File: src/ppu_pkg.sv
// Shared types and constants for the packed pixel unpacker.
// No dependencies; used by ppu_front, ppu_back and the top level.
`default_nettype none

package ppu_pkg;

  // Configuration register layout
  localparam int unsigned CFG_IDX_W  = 1;
  localparam int unsigned CFG_DATA_W = 13;
  localparam int unsigned DEPTH_W    = 3;
  localparam int unsigned LINE_W_W   = 13;

  localparam logic [CFG_IDX_W-1:0] CFG_DEPTH_MODE = 1'b0;
  localparam logic [CFG_IDX_W-1:0] CFG_LINE_WIDTH = 1'b1;

  localparam logic [DEPTH_W-1:0]  DEPTH_RESET      = 3'd3;
  localparam logic [LINE_W_W-1:0] LINE_WIDTH_RESET = 13'd640;

  // Input word kind (tuser)
  localparam logic CMD_DATA = 1'b0;
  localparam logic CMD_PAL  = 1'b1;

  // Depth modes; code 7 is unused and decodes as 8 bpp palette
  typedef enum logic [DEPTH_W-1:0] {
    DM_1BPP   = 3'd0,
    DM_2BPP   = 3'd1,
    DM_4BPP   = 3'd2,
    DM_8BPP   = 3'd3,
    DM_WORD16 = 3'd4,
    DM_RGB24  = 3'd5,
    DM_ARGB32 = 3'd6
  } depth_mode_e;

  // How a pixel request is turned into output fields
  typedef enum logic [1:0] {
    PK_PAL,
    PK_WORD,
    PK_RGB,
    PK_ARGB
  } pix_kind_e;

  // One pixel on its way from the expander to the output stage
  typedef struct packed {
    pix_kind_e   kind;
    logic        idx_ok;  // palette index is inside the palette
    logic [31:0] value;   // gathered bytes for the direct modes
    logic        eol;
    logic        last;
  } pix_req_t;

endpackage

`default_nettype wire

File: src/ppu_back.sv
// Back end: palette read stage and output register with stream handshake.
// Depends on ppu_pkg.
`default_nettype none

module ppu_back (
  input  wire               clk_i,
  input  wire               rst_ni,
  input  wire               req_valid_i,
  output logic              req_ready_o,
  input  ppu_pkg::pix_req_t req_i,
  input  wire [23:0]        rd_data_i,
  output logic              out_valid_o,
  input  wire               out_ready_i,
  output logic [47:0]       out_data_o,   // red, green, blue, alpha, word
  output logic              out_last_o,   // last_of_run
  output logic              out_eol_o     // end_of_line
);

  logic              r_valid_q;
  ppu_pkg::pix_req_t r_req_q;
  logic              out_valid_q;
  logic [47:0]       out_data_q;
  logic              out_last_q, out_eol_q;

  logic        out_ok, r_ready;
  logic [23:0] rgb;
  logic [7:0]  alpha;
  logic [15:0] word;

  assign out_ok      = ~out_valid_q | out_ready_i;
  assign r_ready     = ~r_valid_q | out_ok;
  assign req_ready_o = r_ready;

  // read stage: palette data arrives alongside the request
  always_ff @(posedge clk_i or negedge rst_ni) begin
    if (!rst_ni) begin
      r_valid_q <= 1'b0;
    end else if (r_ready) begin
      r_valid_q <= req_valid_i;
    end
  end

  always_ff @(posedge clk_i) begin
    if (r_ready && req_valid_i) begin
      r_req_q <= req_i;
    end
  end

  // format the pixel
  always_comb begin
    rgb   = '0;
    alpha = '0;
    word  = '0;
    unique case (r_req_q.kind)
      ppu_pkg::PK_PAL: begin
        rgb = r_req_q.idx_ok ? rd_data_i : 24'd0;
      end
      ppu_pkg::PK_WORD: begin
        word = r_req_q.value[15:0];
      end
      ppu_pkg::PK_RGB: begin
        rgb = r_req_q.value[23:0];
      end
      ppu_pkg::PK_ARGB: begin
        rgb   = r_req_q.value[23:0];
        alpha = r_req_q.value[31:24];
      end
    endcase
  end

  // output register
  always_ff @(posedge clk_i or negedge rst_ni) begin
    if (!rst_ni) begin
      out_valid_q <= 1'b0;
    end else if (out_ok) begin
      out_valid_q <= r_valid_q;
    end
  end

  always_ff @(posedge clk_i) begin
    if (out_ok && r_valid_q) begin
      out_data_q <= {word, alpha, rgb[7:0], rgb[15:8], rgb[23:16]};
      out_last_q <= r_req_q.last;
      out_eol_q  <= r_req_q.eol;
    end
  end

  assign out_valid_o = out_valid_q;
  assign out_data_o  = out_data_q;
  assign out_last_o  = out_last_q;
  assign out_eol_o   = out_eol_q;

  // end of line is always the last pixel of its byte
  assert property (@(posedge clk_i) disable iff (!rst_ni)
    (out_valid_q && out_eol_q) |-> out_last_q)
    else $error("end of line without last of run");

  // a stalled read stage keeps its request
  assert property (@(posedge clk_i) disable iff (!rst_ni)
    (r_valid_q && !out_ok) |=> (r_valid_q && $stable(r_req_q)))
    else $error("read stage lost a pixel under stall");

endmodule

`default_nettype wire

File: config.mk
export PLATFORM = sky130hd
export DESIGN_NAME = ppu_back
export DESIGN_NICKNAME = d
export VERILOG_FILES = /design/src/ppu_pkg.sv /design/src/ppu_back.sv
export SDC_FILE = /design/constraint.sdc
export NUM_CORES = 1
export LEC_CHECK = 0
export ABC_AREA = 1
export BUFFER_PORTS_ARGS = -buffer_cell sky130_fd_sc_hd__buf_2
export CAP_MARGIN = 20
export CELL_PAD_IN_SITES_DETAIL_PLACEMENT = 0
export CELL_PAD_IN_SITES_GLOBAL_PLACEMENT = 1
export CORE_MARGIN = 2
export CORE_UTILIZATION = 35
export CTS_CLUSTER_DIAMETER = 50
export CTS_CLUSTER_SIZE = 10
export DETAILED_ROUTE_END_ITERATION = 6
export GPL_TIMING_DRIVEN = 0
export PLACE_DENSITY_LB_ADDON = 0.1
export SETUP_SLACK_MARGIN = 0.4
export SYNTH_ARGS = -nofsm -noshare
export SYNTH_HDL_FRONTEND = slang
export SYNTH_SLANG_ARGS = --single-unit
File: constraint.sdc
create_clock -name clk_i -period 4.2 [get_ports clk_i]
set_clock_uncertainty 0.1 [all_clocks]
set_input_delay 0.42 -clock clk_i [delete_from_list [all_inputs] [get_ports clk_i]]
set_output_delay 0.42 -clock clk_i [all_outputs]
set_load 0.1 [all_outputs]
==> reports/results.tsv <==
metric	value	unit
outcome	finished clean	
crit_buf_inv	1	
relSlewSlack	45.2	%
reg2regPathDepth	2	
leakage	0.00218	uW
grt_first_pass_wirelength	9.96	mm
min_path_type	in2reg	
synth_mux_area_share	0	%
grt_pass1_vias	2010	
nFillCells	922	
num_io_pins	117	
drt_wl_total	6.70	mm
cts_buffers	9	
wl_per_cell	12.3	um
end_kind	output pin	
hold_depth	1	
use_met2	20.7	%
synth-xor-area-share	0	%
die_h	103	um
area.growth.synth_to_final	29.4	%
yosys_register_bits	89	
yosysTopAreaCell	edfxtp_1	
hold_path_end	r_req_q[26]$_DFFE_PP_	
grtUsageMet3	5.17	%
critPathMaxFanout	4	
path_cells	nand3_1 > buf_2	
grt_busiest_layer	met2	
drc	0	
synth_commonest_cells	nand2_1 (91), edfxtp_1 (87), inv_1 (53)	
synthSimpleGateAreaFrac	15.0	%
yosys_warnings	0	
worst_pin_slew	0.821	ns
ant_nets	0	
core_area	9680	um2
slowest_stage	dfrtp_1	
grt_max_degree	38	
yosysMostFrequentCell	nand2_1	
cts_setup_buffers	0	
die_width	103	um
synth-edff-count	87	
drive_gt1_share	37.3	%
cap_viol_max_count	0	
synth_compound_area_share	0.145	%
routabilityCongestion	0.701	
stdcell_area	4460	um2
routed_via_density	3.93	
path_clk_slew	0.10	ns
cts_root_buffer	clkbuf_8	
finalSetupViolCount	0	
syn_area_per_cell	12.3	um2
hp-start	req_i[26]	
antenna_found_initial	0	
row_count	36	
rr_startpoint	out_valid_o$_DFFE_PN0P_	
nNetsFinal	473	
vias	2148	
ys.flop_type	edfxtp_1	
worstPathRequired	3.68	ns
dpl.hpwl	4.55	mm
async_flop_share	2.25	%
report.final.slew_viol_count	0	
synth_top_area_share	75.8	%
crit_type	reg2out	
firstDrtPassIters	4	
rsz0062_at_grt	no	
place_area	4220	um2
r2r_slack	2.40	ns
setup-tns-final	0	ns
cp-start-kind	flip-flop	
tritoncts	done	
grt_use_met1	16.3	%
synthAdderAreaFrac	0	%
period_share	45.5	%
synth_top_family_by_area	simple AND/OR/NAND/NOR gates	
reg2reg_to	out_data_o[15]$_DFFE_PP_	
syn_inst	279	
synth.cell_area	3440	um2
first_iter_violations	48	
hold_viol	0	
start_util	35.6	%
arrival	1.39	ns
min_period	1.91	ns
max_stage_delay	0.44	ns
ys_seq_area_share	77.3	%
clock_latency	0.36	ns
max_freq	0.523	GHz
synth_fp_nets	344	
port_buffers	116	
max-vdd-ir-drop	0.000182	V
power_density	491	nW/um2
synth_area_leaders	edfxtp_1 (76%), nand2_1 (9.9%), inv_1 (5.8%)	
synth.distinct_cells	12	
num_antenna_cells	0	
track_usage	13.2	%
clock_path_buffers	2	
htree_levels	3	
clock_sink_count	89	
overflow	0	
cp_top_family	flip-flops	
dieArea	10700	um2
## report_power, final
group / switching (uW) / internal (uW)
clock network: 314 / 341
registers: 19.0 / 1050
logic: 387 / 74.4
total: 720 / 1470
## per-stage QoR
step / util, % / total power (uW) / setup slack (ns) / hold WS, ns / cells
floorplan: - / 1460 / 0.983 / 0.0244 / 279
global placement: 43.3 / 1560 / 0.921 / 0.108 / 528
detailed placement: 43.6 / 1560 / 2.24 / 0.109 / 529
CTS: 46.0 / 2220 / 2.27 / 0.114 / 546
global route: 46.0 / 2280 / 2.23 / 0.102 / 546
finish: 46.0 / 2190 / 2.29 / 0.127 / 546
## cells by family (layout without fill, tap and decap cells)
kind of cell    count (synthesis)  count (layout)
simple gates                  128             128
flops                          89              89
buf+inv                        61             195
compound gates                  1               1
## placed cells by master, fill, tap and decap left out
cell	Yosys	final
nand3_1	1	1
dfrtp_1	2	2
buf_4	1	1
nand2_1	91	91
inv_2	0	1
clkbuf_8	0	9
buf_6	3	3
buf_12	0	1
clkinvlp_4	0	1
edfxtp_1	87	87
nand2_2	11	11
bufinv_16	0	2
nor2_1	24	24
inv_8	0	1
a21oi_4	0	1
dlygate4sd3_1	0	1
clkinv_1	0	1
nor2_4	1	1
inv_6	0	2
buf_2	4	120
inv_1	53	52
## worst reg2reg max path, delay by kind of cell (launching register included)
family	cells	cell delay, ns
AOI/OAI and AO/OA	1	0.65
DFF	1	0.44
buffers and inverters	1	0.29
## sequential cells by signal, summed over array words and instances, names as in the netlist
name,count
out_eol_o,1
r_valid_q,1
out_valid_o,1
out_data_o,48
r_req_q,37
out_last_o,1
## timing repair
| action | 4_1_cts | 5_1_grt |
|---|---|---|
| resized for setup | 0 | 0 |
| hold buffers | 1 | 0 |
| hold endpoints to repair | 2 | 0 |
## worst max path at each step
stage	from	to	slack [ns]	cells past startpoint
floorplan	out_valid_o$_DFFE_PN0P_	r_req_q[0]$_DFFE_PP_	0.98	3
CTS	out_valid_o$_DFFE_PN0P_	req_ready_o	2.27	2
finish	out_valid_o$_DFFE_PN0P_	req_ready_o	2.29	2
detailed placement	out_ready_i	out_data_o[41]$_SDFFCE_PP0P_	2.24	4
global route	out_valid_o$_DFFE_PN0P_	req_ready_o	2.23	2
global placement	out_ready_i	out_data_o[46]$_SDFFCE_PP0P_	0.92	3
## metal layers
metal	wire [um]	part of all wire, %
met1	2800	42
met2	3300	49
met3	502	7.5
met4	99	1.5
met5	0	0
## final cells by class
type / instances / area (um2) / area share, %
repair buffers: 118 / 611 / 13.7
well taps: 133 / 166 / 3.73
clock inverters: 7 / 100 / 2.25
multi-input cells: 129 / 533 / 12.0
flip-flops and latches: 89 / 2660 / 59.7
clock buffers: 9 / 124 / 2.78
inverters: 53 / 199 / 4.46
plain buffers: 8 / 61.3 / 1.38
Power figures use the tool's default switching activity.
