$ cat config.mk
export PLATFORM = sky130hd
export DESIGN_NAME = ppu_front
export DESIGN_NICKNAME = d
export VERILOG_FILES = /design/src/ppu_pkg.sv /design/src/ppu_front.sv
export SDC_FILE = /design/constraint.sdc
export NUM_CORES = 1
export LEC_CHECK = 0
export BUFFER_PORTS_ARGS = -buffer_cell sky130_fd_sc_hd__clkbuf_2
export CAP_MARGIN = 20
export CORE_MARGIN = 2
export CORE_UTILIZATION = 58
export DETAILED_ROUTE_END_ITERATION = 12
export PLACE_DENSITY_LB_ADDON = 0.1
export SYNTH_ARGS = -nofsm -noshare
export SYNTH_HDL_FRONTEND = slang
export SYNTH_SLANG_ARGS = --single-unit
$ cat constraint.sdc
create_clock -name clk_i -period 5.6 [get_ports clk_i]
set_input_delay 0.56 -clock clk_i [delete_from_list [all_inputs] [get_ports clk_i]]
set_output_delay 0.56 -clock clk_i [all_outputs]
set_load 0.02 [all_outputs]
$ cat src/ppu_pkg.sv
// Shared types and constants for the packed pixel unpacker.
// No dependencies; used by ppu_front, ppu_back and the top level.
`default_nettype none

package ppu_pkg;

  // Configuration register layout
  localparam int unsigned CFG_IDX_W  = 1;
  localparam int unsigned CFG_DATA_W = 13;
  localparam int unsigned DEPTH_W    = 3;
  localparam int unsigned LINE_W_W   = 13;

  localparam logic [CFG_IDX_W-1:0] CFG_DEPTH_MODE = 1'b0;
  localparam logic [CFG_IDX_W-1:0] CFG_LINE_WIDTH = 1'b1;

  localparam logic [DEPTH_W-1:0]  DEPTH_RESET      = 3'd3;
  localparam logic [LINE_W_W-1:0] LINE_WIDTH_RESET = 13'd640;

  // Input word kind (tuser)
  localparam logic CMD_DATA = 1'b0;
  localparam logic CMD_PAL  = 1'b1;

  // Depth modes; code 7 is unused and decodes as 8 bpp palette
  typedef enum logic [DEPTH_W-1:0] {
    DM_1BPP   = 3'd0,
    DM_2BPP   = 3'd1,
    DM_4BPP   = 3'd2,
    DM_8BPP   = 3'd3,
    DM_WORD16 = 3'd4,
    DM_RGB24  = 3'd5,
    DM_ARGB32 = 3'd6
  } depth_mode_e;

  // How a pixel request is turned into output fields
  typedef enum logic [1:0] {
    PK_PAL,
    PK_WORD,
    PK_RGB,
    PK_ARGB
  } pix_kind_e;

  // One pixel on its way from the expander to the output stage
  typedef struct packed {
    pix_kind_e   kind;
    logic        idx_ok;  // palette index is inside the palette
    logic [31:0] value;   // gathered bytes for the direct modes
    logic        eol;
    logic        last;
  } pix_req_t;

endpackage

`default_nettype wire

$ cat src/ppu_front.sv
// Front end: line/byte counters, byte gathering and the pixel expander
// that issues one palette read per palette-mode pixel. Depends on ppu_pkg.
`default_nettype none

module ppu_front #(
  parameter int unsigned MAX_LINE_WIDTH  = 4096,
  parameter int unsigned PALETTE_ENTRIES = 256
) (
  input  wire                                clk_i,
  input  wire                                rst_ni,
  // input word
  input  wire                                in_valid_i,
  output logic                               in_ready_o,
  input  wire                                cmd_i,
  input  wire [7:0]                          data_byte_i,
  input  wire [7:0]                          pal_index_i,
  input  wire [23:0]                         pal_rgb_i,
  // configuration
  input  wire [ppu_pkg::DEPTH_W-1:0]         depth_mode_i,
  input  wire [ppu_pkg::LINE_W_W-1:0]        line_width_i,
  // palette memory
  output logic                               pal_we_o,
  output logic [$clog2(PALETTE_ENTRIES)-1:0] pal_waddr_o,
  output logic [23:0]                        pal_wdata_o,
  output logic                               rd_en_o,
  output logic [$clog2(PALETTE_ENTRIES)-1:0] rd_addr_o,
  // pixel requests
  output logic                               req_valid_o,
  input  wire                                req_ready_i,
  output ppu_pkg::pix_req_t                  req_o
);

  localparam int unsigned PIX_W  = $clog2(MAX_LINE_WIDTH + 1);
  localparam int unsigned BYTE_W = PIX_W + 2;
  localparam int unsigned WB_W   = PIX_W + 5;
  localparam int unsigned PAL_AW = $clog2(PALETTE_ENTRIES);

  typedef enum logic [1:0] {
    ST_1,
    ST_2,
    ST_4,
    ST_8
  } pix_step_e;

  // line state
  logic [PIX_W-1:0]  pix_q, pix_d;
  logic [BYTE_W-1:0] byte_q, byte_d;
  logic [23:0]       gather_q, gather_d;
  logic [1:0]        phase_q, phase_d;

  // expander state
  logic                e_valid_q;
  logic [3:0]          e_cnt_q;
  logic [7:0]          e_sh_q;
  pix_step_e           e_step_q;
  ppu_pkg::pix_kind_e  e_kind_q;
  logic [31:0]         e_val_q;
  logic                e_eol_q;

  logic               accept, fire, e_last;
  logic [31:0]        lw32;
  logic [PIX_W-1:0]   width_eff, rem, pix_inc;
  logic [WB_W-1:0]    wx, wb, wb_round;
  logic [BYTE_W-2:0]  half_bytes;
  logic [BYTE_W-1:0]  line_bytes;
  logic [BYTE_W:0]    byte_sum;
  logic               is_pal, active;
  pix_step_e          step;
  logic [3:0]         per, n_pix;
  logic [2:0]         nb, ph1;
  ppu_pkg::pix_kind_e kind;
  logic               load_e, load_eol;
  logic [3:0]         load_cnt;
  logic [7:0]         idx;
  logic [7:0]         sh_next;

  // effective line width: zero reads as one, saturate at the maximum
  always_comb begin
    lw32 = 32'(line_width_i);
    if (lw32 == 32'd0) begin
      width_eff = PIX_W'(1);
    end else if (lw32 > 32'(MAX_LINE_WIDTH)) begin
      width_eff = PIX_W'(MAX_LINE_WIDTH);
    end else begin
      width_eff = PIX_W'(lw32);
    end
  end

  // mode decode and line bits
  assign wx = WB_W'(width_eff);
  always_comb begin
    is_pal = 1'b1;
    step   = ST_8;
    per    = 4'd1;
    nb     = 3'd1;
    kind   = ppu_pkg::PK_PAL;
    wb     = wx << 3;
    unique case (ppu_pkg::depth_mode_e'(depth_mode_i))
      ppu_pkg::DM_1BPP: begin
        step = ST_1;
        per  = 4'd8;
        wb   = wx;
      end
      ppu_pkg::DM_2BPP: begin
        step = ST_2;
        per  = 4'd4;
        wb   = wx << 1;
      end
      ppu_pkg::DM_4BPP: begin
        step = ST_4;
        per  = 4'd2;
        wb   = wx << 2;
      end
      ppu_pkg::DM_WORD16: begin
        is_pal = 1'b0;
        nb     = 3'd2;
        kind   = ppu_pkg::PK_WORD;
        wb     = wx << 4;
      end
      ppu_pkg::DM_RGB24: begin
        is_pal = 1'b0;
        nb     = 3'd3;
        kind   = ppu_pkg::PK_RGB;
        wb     = (wx << 4) + (wx << 3);
      end
      ppu_pkg::DM_ARGB32: begin
        is_pal = 1'b0;
        nb     = 3'd4;
        kind   = ppu_pkg::PK_ARGB;
        wb     = wx << 5;
      end
      default: begin
        // 8 bpp palette and the unused code
        step = ST_8;
      end
    endcase
  end

  // bytes per line: ceil(bits / 8) rounded up to even == 2 * ceil(bits / 16)
  assign wb_round   = wb + WB_W'(15);
  assign half_bytes = (BYTE_W-1)'(wb_round >> 4);
  assign line_bytes = {half_bytes, 1'b0};

  // handshake
  assign e_last     = (e_cnt_q == 4'd1);
  assign fire       = e_valid_q & req_ready_i;
  assign in_ready_o = ~e_valid_q | (req_ready_i & e_last);
  assign accept     = in_valid_i & in_ready_o;

  assign active = (pix_q < width_eff);
  assign rem    = width_eff - pix_q;
  assign n_pix  = (rem < PIX_W'(per)) ? 4'(rem) : per;
  assign ph1    = {1'b0, phase_q} + 3'd1;

  // per-byte line bookkeeping
  always_comb begin
    pix_d    = pix_q;
    byte_d   = byte_q;
    gather_d = gather_q;
    phase_d  = phase_q;
    load_e   = 1'b0;
    load_cnt = 4'd1;
    pix_inc  = pix_q;
    load_eol = 1'b0;
    byte_sum = {1'b0, byte_q} + (BYTE_W+1)'(1);
    if (accept && (cmd_i == ppu_pkg::CMD_DATA)) begin
      if (active) begin
        if (is_pal) begin
          pix_inc  = pix_q + PIX_W'(n_pix);
          pix_d    = pix_inc;
          load_e   = 1'b1;
          load_cnt = n_pix;
          load_eol = (pix_inc == width_eff);
        end else if (ph1 >= nb) begin
          pix_inc  = pix_q + PIX_W'(1);
          pix_d    = pix_inc;
          load_e   = 1'b1;
          load_eol = (pix_inc == width_eff);
          gather_d = '0;
          phase_d  = '0;
        end else begin
          gather_d = {gather_q[15:0], data_byte_i};
          phase_d  = phase_q + 2'd1;
        end
      end
      // end of line, padding included
      if (byte_sum >= {1'b0, line_bytes}) begin
        byte_d   = '0;
        pix_d    = '0;
        gather_d = '0;
        phase_d  = '0;
      end else begin
        byte_d = byte_sum[BYTE_W-1:0];
      end
    end
  end

  always_ff @(posedge clk_i or negedge rst_ni) begin
    if (!rst_ni) begin
      pix_q    <= '0;
      byte_q   <= '0;
      gather_q <= '0;
      phase_q  <= '0;
    end else begin
      pix_q    <= pix_d;
      byte_q   <= byte_d;
      gather_q <= gather_d;
      phase_q  <= phase_d;
    end
  end

  // expander: index of the current pixel, most significant bits first
  always_comb begin
    unique case (e_step_q)
      ST_1: begin
        idx     = {7'b0, e_sh_q[7]};
        sh_next = e_sh_q << 1;
      end
      ST_2: begin
        idx     = {6'b0, e_sh_q[7:6]};
        sh_next = e_sh_q << 2;
      end
      ST_4: begin
        idx     = {4'b0, e_sh_q[7:4]};
        sh_next = e_sh_q << 4;
      end
      ST_8: begin
        idx     = e_sh_q;
        sh_next = e_sh_q;
      end
    endcase
  end

  always_ff @(posedge clk_i or negedge rst_ni) begin
    if (!rst_ni) begin
      e_valid_q <= 1'b0;
      e_cnt_q   <= '0;
    end else if (load_e) begin
      e_valid_q <= 1'b1;
      e_cnt_q   <= load_cnt;
    end else if (fire) begin
      e_valid_q <= ~e_last;
      e_cnt_q   <= e_cnt_q - 4'd1;
    end
  end

  always_ff @(posedge clk_i) begin
    if (load_e) begin
      e_sh_q   <= data_byte_i;
      e_step_q <= step;
      e_kind_q <= kind;
      e_val_q  <= {gather_q, data_byte_i};
      e_eol_q  <= load_eol;
    end else if (fire) begin
      e_sh_q <= sh_next;
    end
  end

  assign req_valid_o   = e_valid_q;
  assign req_o.kind    = e_kind_q;
  assign req_o.idx_ok  = ({1'b0, idx} < 9'(PALETTE_ENTRIES));
  assign req_o.value   = e_val_q;
  assign req_o.eol     = e_eol_q & e_last;
  assign req_o.last    = e_last;

  assign rd_en_o   = fire & (e_kind_q == ppu_pkg::PK_PAL);
  assign rd_addr_o = idx[PAL_AW-1:0];

  // palette writes; out-of-range indexes are dropped
  assign pal_we_o    = accept & (cmd_i == ppu_pkg::CMD_PAL) &
                       ({1'b0, pal_index_i} < 9'(PALETTE_ENTRIES));
  assign pal_waddr_o = pal_index_i[PAL_AW-1:0];
  assign pal_wdata_o = pal_rgb_i;

  // a pending byte always has pixels left to send
  assert property (@(posedge clk_i) disable iff (!rst_ni)
    e_valid_q |-> (e_cnt_q != 4'd0))
    else $error("expander valid with zero count");

  // an empty gather holds no bytes
  assert property (@(posedge clk_i) disable iff (!rst_ni)
    (phase_q == 2'd0) |-> (gather_q == 24'd0))
    else $error("gathered bytes without a gather phase");

  // palette write only when no earlier pixel still has to read the palette
  assert property (@(posedge clk_i) disable iff (!rst_ni)
    pal_we_o |-> (!e_valid_q || (fire && e_last)))
    else $error("palette write overtakes pending reads");

  // pixel count stays within the line
  assert property (@(posedge clk_i) disable iff (!rst_ni)
    pix_q <= PIX_W'(MAX_LINE_WIDTH))
    else $error("pixel counter beyond maximum line width");

endmodule

`default_nettype wire

==> results of run 1 <==
## sequential cells by signal, summed over array words and instances, names as in the netlist, 4 cells and up
signal	cells
byte_q	15
e_cnt_q	4
e_sh_q	8
e_val_q	32
gather_q	24
pix_q	13
## critical path, delay by kind of cell
family          cells  cell delay, ps
compound gates      9            1500
simple gates        9            1460
fa+ha+maj           4             900
xor+xnor            2             380
buf+inv             3             350
mux                 1             240
## metal layers
layer / wire (microns) / share of wire (%) / global-route usage, % / up-vias
met4: 497 / 2.3 / 8.56 / 0
met1: 9890 / 46 / 40.0 / 3493
met3: 1460 / 6.7 / 2.82 / 33
met5: 0 / 0 / 0 / -
li1: - / - / - / 3665
met2: 9860 / 45 / 42.2 / 323
## worst min-delay path by stage
stage,start,end
after global placement,gather_q[21],e_val_q[29]
final,rst_ni,req_valid_o
after global routing,data_byte_i[3],e_val_q[3]
after detailed placement,gather_q[18],e_val_q[26]
after floorplan,rst_ni,byte_q[0]
after CTS,rst_ni,e_cnt_q[2]
## stage by stage
stage	worst slack (ps)	util, %	total power (W)
3_3_place_gp	59.5	63.2	0.00247
6_report	365	65.4	0.00314
3_5_place_dp	-73.0	63.2	0.00249
5_1_grt	-32.8	65.4	0.00334
4_1_cts	275	65.2	0.00312
2_1_floorplan	52.1	-	0.00211
## where the power goes
part	switching, W	total, W	leakage [nW]	internal, W
combinational	0.000782	0.00137	2.75	0.000589
clock	0.000307	0.000624	0.147	0.000317
sequential	0.000162	0.00114	1.22	0.000979
total	0.00125	0.00314	4.11	0.00188
## timing repair
action / 4_1_cts / 5_1_grt
hold buffers: 0 / 0
setup buffers: 0 / 1
setup endpoints to repair: 0 / 4
resized for setup: 0 / 5
endpoints found under the hold margin: 0 / 0
## area by class of cell
cell class	instances	area, sq um	area share, %
clock buffer	9	225	2.38
multi-input combinational	739	5080	53.6
inverter	44	165	1.74
timing repair buffer	137	873	9.22
sequential	104	2830	29.9
clock inverter	7	73.8	0.779
tap	184	230	2.43
## synth_stat cells, types with 4 or more instances
| library cell | n | area [sq um] |
|---|---|---|
| sky130_fd_sc_hd__nand2_1 | 100 | 375 |
| sky130_fd_sc_hd__o21ai_0 | 77 | 385 |
| sky130_fd_sc_hd__a21oi_1 | 61 | 305 |
| sky130_fd_sc_hd__dfrtp_1 | 59 | 1480 |
| sky130_fd_sc_hd__ha_1 | 57 | 713 |
| sky130_fd_sc_hd__nor2_1 | 49 | 184 |
| sky130_fd_sc_hd__xnor2_1 | 46 | 403 |
| sky130_fd_sc_hd__edfxtp_1 | 45 | 1350 |
| sky130_fd_sc_hd__inv_1 | 43 | 161 |
| sky130_fd_sc_hd__buf_4 | 35 | 263 |
| sky130_fd_sc_hd__clkbuf_1 | 32 | 120 |
| sky130_fd_sc_hd__nand3_1 | 27 | 135 |
| sky130_fd_sc_hd__a22o_1 | 25 | 219 |
| sky130_fd_sc_hd__nor3_1 | 22 | 110 |
| sky130_fd_sc_hd__a21o_1 | 18 | 135 |
| sky130_fd_sc_hd__xor2_1 | 17 | 149 |
| sky130_fd_sc_hd__mux2i_1 | 15 | 150 |
| sky130_fd_sc_hd__nor2b_1 | 15 | 93.8 |
| sky130_fd_sc_hd__o22ai_1 | 15 | 93.8 |
| sky130_fd_sc_hd__and2_1 | 13 | 81.3 |
| sky130_fd_sc_hd__nand4_1 | 12 | 75.1 |
| sky130_fd_sc_hd__a211oi_1 | 11 | 82.6 |
| sky130_fd_sc_hd__a31oi_1 | 11 | 68.8 |
| sky130_fd_sc_hd__nand2b_1 | 10 | 62.6 |
| sky130_fd_sc_hd__nor3b_1 | 8 | 60.1 |
| sky130_fd_sc_hd__nor4_1 | 8 | 50.1 |
| sky130_fd_sc_hd__a22oi_1 | 7 | 52.6 |
| sky130_fd_sc_hd__and3_1 | 7 | 43.8 |
| sky130_fd_sc_hd__buf_2 | 6 | 30.0 |
| sky130_fd_sc_hd__buf_6 | 6 | 67.6 |
| sky130_fd_sc_hd__o21a_1 | 6 | 45.0 |
| sky130_fd_sc_hd__o31ai_1 | 6 | 45.0 |
| sky130_fd_sc_hd__or3_1 | 6 | 37.5 |
| sky130_fd_sc_hd__mux2_2 | 4 | 45.0 |
| sky130_fd_sc_hd__o211ai_1 | 4 | 30.0 |
| sky130_fd_sc_hd__o21bai_1 | 4 | 30.0 |
| sky130_fd_sc_hd__or2_2 | 4 | 25.0 |
## logic make-up after synthesis
logic type,count (synthesis)
buffers and inverters,124
and+or+nand+nor,303
other,1
adders and majority gates,60
xor gates and xnor gates,63
muxes,20
AOI/OAI and AO/OA,292
DFF,104
==> impl_summary.txt, run 1 <==
----------------------------------------------------
[Job]
  Max-capacitance violation count ... 0

[STA]
  Total Negative Setup Slacks ... 0 ps
  Slew Limit Fails ... 0
  Slew of the pin with the lowest slew margin ... 1090 ps
  Final period utilization ... 93.5%
  Worst slew slack as a fraction of its limit ... ~27%
  Final min period ... about 5200 ps
  Final worst hold slack ... 361 ps
  Final setup violation count ... 0
  Maximum clock skew at final layout ... 8.10 ps
  Fmax ... 191 MHz
  Fin. Hold Viols ... 0

[Synthesis]
  Part of the Yosys area used for sequential elements ... between 30% and 40%
  Multiplexer fraction of the synthesized cell area ... 2.60%
  Dominant combinational cell family by area after synthesis ... compound AO/OA/AOI/OAI gates
  Syn. warnings ... 0
  Flop and latch count out of synthesis ... 104
  Ys async rst share ... ~57%
  Post-Synth Adder-Cell Area ... about 9.1%
  Post-synth net total ... 1088
  Area fraction in compound gates after synthesis ... 22.9%
  Post-synthesis share of cell area spent on xor and xnor gates ... 6.47%
  Cells after synthesis ... 967
  EDFF count, synth ... between 40 and 50
  Share of synthesized cell area in and, or, nand and nor gates ... 18.2%
  Post-synthesis instance area ... approximately 0.0085 sq mm
  Mean instance size in the synthesized netlist ... 8.82 sq um
  Dominant register cell in the synthesized netlist ... sky130_fd_sc_hd__dfrtp_1
  Yosys cell types ... 88

[Detailed routing]
  Antenna-violating nets left ... 0
  Residual DRC ... 0
  Vias per inst ... 6.14
  Total vias in the final route ... between 7000 and 8000
  WL/cell ... 17.7 microns
  Initial detailed-routing violation count ... between 700 and 800
  Total routed wirelength ... 21.7 mm
  First-pass detailed-route iteration total ... 6

[Global route]
  Number of antenna violations at the first check in global routing ... 0
  Aggregate global-route resource usage ... 27.1%
  Largest net degree at the start of global routing ... 60
  First-pass GRT wire length ... 34.6 mm
  Via count of the first global-routing pass ... 6568
  Grt ovf ... 0

[Die]
  Initial Util ... 58.9%
  Chip width ... between 100 and 150 microns
  Core Box Area ... 0.0145 sq mm
  Vert. Die Dim ... 125 microns
  Total number of placement rows ... 44
  Top-level port count ... ~140
  Area of the die ... ~0.016 sq mm

[CTS]
  CTS buffer count ... 9
  Clk sink count ... 104
  Worst-path clk slew ... 70 ps
  Buffer cell driving the clock tree root ... sky130_fd_sc_hd__clkbuf_16
  Clock latency of the later-clocked register in the worst-skew pair ... 340 ps
  TritonCTS clock tree ... done
  Max Buffers Root-to-Sink ... 2
  Number of H-tree levels ... 3

[Finish]
  Most common cell after layout, fill and taps aside ... sky130_fd_sc_hd__nand2_1
  NumNets Final ... 1156
  Commonest non-fill, non-tap cells in the layout ... sky130_fd_sc_hd__nand2_1 (100), sky130_fd_sc_hd__o21ai_0 (77), sky130_fd_sc_hd__clkbuf_2 (77)
  Final Instance Area ... 0.00947 sq mm
  Final cell count without fillers ... 1224
  Number of antenna repair diodes ... 0
  Layout filler cell count ... 1242
  Area Overhead vs Synth ... 11.0%
  Share of cells above drive strength 1 ... 17.7%

[Placement]
  Post-detailed-placement half-perimeter wirelength ... 16.6 mm
  Final Wtd Congestion ... 0.966
  IO Port Bufs ... 76
  Total cell area at the placement stage ... 0.00914 sq mm
  Number of instances in the placed design ... ~1200

[Setup path]
  Required time of the worst setup path ... 5780 ps
  Worst setup path endpoint ... e_eol_q
  Nature of the critical path startpoint ... input port
  FF-to-FF End ... e_eol_q
  Startpoint-to-endpoint class of the critical path ... input port to flip-flop
  Reg-to-reg startpoint ... pix_q[1]
  Endpoint type of the worst setup path ... flip-flop
  Start point of the critical path ... line_width_i[9]
  Highest-delay cell along the critical path ... sky130_fd_sc_hd__nor4_4
  Depth of the most critical reg-to-reg path ... 24
  Worst path arrival time ... between 5000 and 6000 ps
  Biggest fanout along the worst timing path ... 8
  R2R Setup Slk ... 660 ps
  Biggest cell delay along the critical path ... around 400 ps

[Hold path]
  Type of the tightest min-delay check ... input port to async pin

[Power]
  Largest vdd supply drop ... 0.000200 V
  Power per cell area ... between 300 and 400 mW/mm^2
  Static leakage power ... 4.11 nW

[Outcome]
  Status ... completed

----------------------------------------------------
(Power assumes the default switching activity.)
==> inputs of run 2 (changes only) <==
- CORE_UTILIZATION: 58 -> 60
- clock period: 5.6 -> 6.1 ns (I/O delays scaled with it)
==> run 2 against run 1 <==
Compared with the run above: first-iteration DRC count up 25%; hold slack better by 34 ps; sequential power down 8%; via count up 1.3%; clock-buffer cell count up 1; power down 7.8%; design area down 2.5%; register-to-register slack better by 330 ps; combinational power down 11%; critical path type unchanged; highest routed layer unchanged.
==> impl_summary.txt, run 2 (same netlist as run 1, synthesis figures left out) <==
----------------------------------------------------
[Outcome]
  Status ... completed

[Finish]
  Final Instance Area ... 0.00923 sq mm (-2.5%)
  Sequential cell area ... 0.00283 sq mm (unchanged)
  Area of the multi-input gates ... 0.00506 sq mm (-0.32%)
  Layout filler cell count ... 1177 (-5.2%)
  Share of cells above drive strength 1 ... 14.9% (-2.8 points)
  Number of flip-flops in the largest register ... 32 (unchanged)
  NumNets Final ... 1127 (-2.5%)
  Regs by FF count ... e_val_q x32, gather_q x24, byte_q x15
  Area Overhead vs Synth ... 8.18%
  Most common cell after layout, fill and taps aside ... sky130_fd_sc_hd__nand2_1
  Commonest non-fill, non-tap cells in the layout ... sky130_fd_sc_hd__nand2_1 (100), sky130_fd_sc_hd__o21ai_0 (77), sky130_fd_sc_hd__clkbuf_2 (76)
  Register with the most flip-flops ... e_val_q
  Number of antenna repair diodes ... 0 (unchanged)

[STA]
  RSZ-0062 raised after global routing ... no
  Total Negative Setup Slacks ... 0 ps (unchanged)
  Final worst hold slack ... 396 ps (+34.2 ps)
  Slew Limit Fails ... 0 (unchanged)
  Fin. Hold Viols ... 0 (unchanged)
  Fmax ... 178 MHz
  Maximum clock skew at final layout ... 7.38 ps (-0.721 ps)
  Slew of the pin with the lowest slew margin ... 1000 ps (-84.0 ps)
  Final period utilization ... between 90% and 100%
  Final min period ... 5630 ps
  Final setup violation count ... 0 (unchanged)
  Worst slew slack as a fraction of its limit ... 32.8% (+5.6 points)

[Global route]
  Grt ovf ... 0 (unchanged)
  Via count of the first global-routing pass ... 6748 (+2.7%)
  First-pass GRT wire length ... 35.1 mm (+1.3%)
  Number of antenna violations at the first check in global routing ... 0 (unchanged)
  Aggregate global-route resource usage ... 29.5% (+2.5 points)
  Largest net degree at the start of global routing ... 60 (unchanged)

[Detailed routing]
  Total routed wirelength ... 22.1 mm (+1.6%)
  Residual DRC ... 0 (unchanged)
  First-pass detailed-route iteration total ... 6 (unchanged)
  Total vias in the final route ... 7609 (+1.3%)
  Initial detailed-routing violation count ... 918 (+25%)
  Antenna-violating nets left ... 0 (unchanged)
  Vias per inst ... 6.39 (+4.1%)
  WL/cell ... 18.5 microns (+4.4%)

[Setup path]
  R2R Setup Slk ... 990 ps (+330 ps)
  Required time of the worst setup path ... 6270 ps (+490 ps)
  Startpoint-to-endpoint class of the critical path ... input port to flip-flop
  Reg-to-reg startpoint ... pix_q[1]
  Biggest fanout along the worst timing path ... 8 (unchanged)
  Biggest cell delay along the critical path ... 400 ps (about the same)
  Worst path arrival time ... 5800 ps (+390 ps)
  FF-to-FF End ... e_eol_q
  Nature of the critical path startpoint ... input port
  Cell repeated most along the worst path ... sky130_fd_sc_hd__ha_1
  Depth of the most critical reg-to-reg path ... 24 (unchanged)
  Endpoint type of the worst setup path ... flip-flop
  Highest-delay cell along the critical path ... sky130_fd_sc_hd__fa_1

[Placement]
  Post-detailed-placement half-perimeter wirelength ... 16.5 mm (-0.51%)
  Final Wtd Congestion ... 0.939 (-2.8%)
  IO Port Bufs ... 76 (unchanged)
  Total cell area at the placement stage ... 0.00888 sq mm (-2.8%)

[Die]
  Core Box Area ... 0.0139 sq mm (-4.1%)
  Total number of placement rows ... 43 (-2.3%)
  Top-level port count ... 142 (unchanged)
  Chip width ... 123 microns (-1.6%)
  Area of the die ... 0.0152 sq mm (-3.2%)
  Vert. Die Dim ... 123 microns (-1.6%)
  Initial Util ... 61.5% (+2.5 points)

[CTS]
  Number of H-tree levels ... 3 (unchanged)
  Clk sink count ... 104 (unchanged)
  Clock latency of the later-clocked register in the worst-skew pair ... 350 ps (about the same)
  Worst-path clk slew ... 70 ps (about the same)
  Max Buffers Root-to-Sink ... 2 (unchanged)
  Buffer cell driving the clock tree root ... sky130_fd_sc_hd__clkbuf_16
  TritonCTS clock tree ... done
  CTS buffer count ... 9 (unchanged)

[Power]
  Static leakage power ... 3.98 nW (-3.2%)
  Net switching power ... 0.00114 W (-9.3%)
  Relative contribution of the clock network to total power ... 21.5% (+1.6 points)
  Sequential fraction of design power ... 36.3% (about the same)
  Power per cell area ... 313 mW/mm^2 (-5.4%)
  Total internal power ... 0.00176 W (-6.8%)
  Largest vdd supply drop ... 0.000149 V (-26%)
  Switching share of total power ... 39.2% (-0.66 points)
  Combinational share of power ... 42.2% (-1.5 points)
  Total power consumption of the routed design ... 0.00289 W (-7.8%)

[Hold path]
  Type of the tightest min-delay check ... input port to async pin

[Job]
  Max-capacitance violation count ... 0 (unchanged)

----------------------------------------------------
-- run 2: worst max-delay path by stage --
stage,from,to,slack [ps],cells after the start
floorplan,line_width_i[3],e_eol_q,500,27
detailed placement,line_width_i[6],e_eol_q,60,28
finish,line_width_i[9],e_eol_q,470,28
global placement,line_width_i[6],e_eol_q,280,28
global route,line_width_i[9],e_eol_q,50,28
CTS,line_width_i[6],e_eol_q,410,28
-- run 2: layout make-up --
type	instances	share of cell area (%)
Sequential cell	104	30.6
Clock inverter	6	0.908
Multi-Input combinational cell	739	54.8
Tap cell	180	2.44
Timing Repair Buffer	108	6.70
Clock buffer	10	2.71
Inverter	44	1.79
-- run 2: routing by layer --
metal | share of wire [%] | global-route usage [%]
met1 | 45 | 42.8
met4 | 2.5 | 9.94
met3 | 6.7 | 2.35
met2 | 46 | 46.9
met5 | 0 | 0
-- run 2: critical path, delay by kind of cell --
family	cells	cell delay, ps
compound gates	9	1720
buf+inv	3	400
mux	1	190
simple gates	9	1360
fa+ha+maj	4	1120
xor+xnor	2	400
-- run 2: repair_timing --
| item | in CTS | in global routing |
|---|---|---|
| hold buffers | 0 | 0 |
| buffers inserted | 0 | 1 |
| gates resized for setup | 0 | 1 |
| setup endpoints to repair | 0 | 1 |
-- run 2: power groups by stage --
stage	logic, W	registers (W)	clock network [W]
4_1_cts	0.00121	0.00105	0.000632
5_1_grt	0.00135	0.00107	0.000658
3_5_place_dp	0.00120	0.00106	0
6_report	0.00122	0.00105	0.000622
3_3_place_gp	0.00117	0.00105	0
2_1_floorplan	0.000902	0.00104	0
-- run 2: through the flow --
stage | utilization (%) | setup slack [ps] | instances
finish | 66.5 | 470 | 1191
global route | 66.5 | 54.1 | 1191
CTS | 66.4 | 415 | 1189
detailed placement | 64.0 | 62.6 | 1173
global placement | 64.0 | 281 | 1173
floorplan | - | 502 | 967
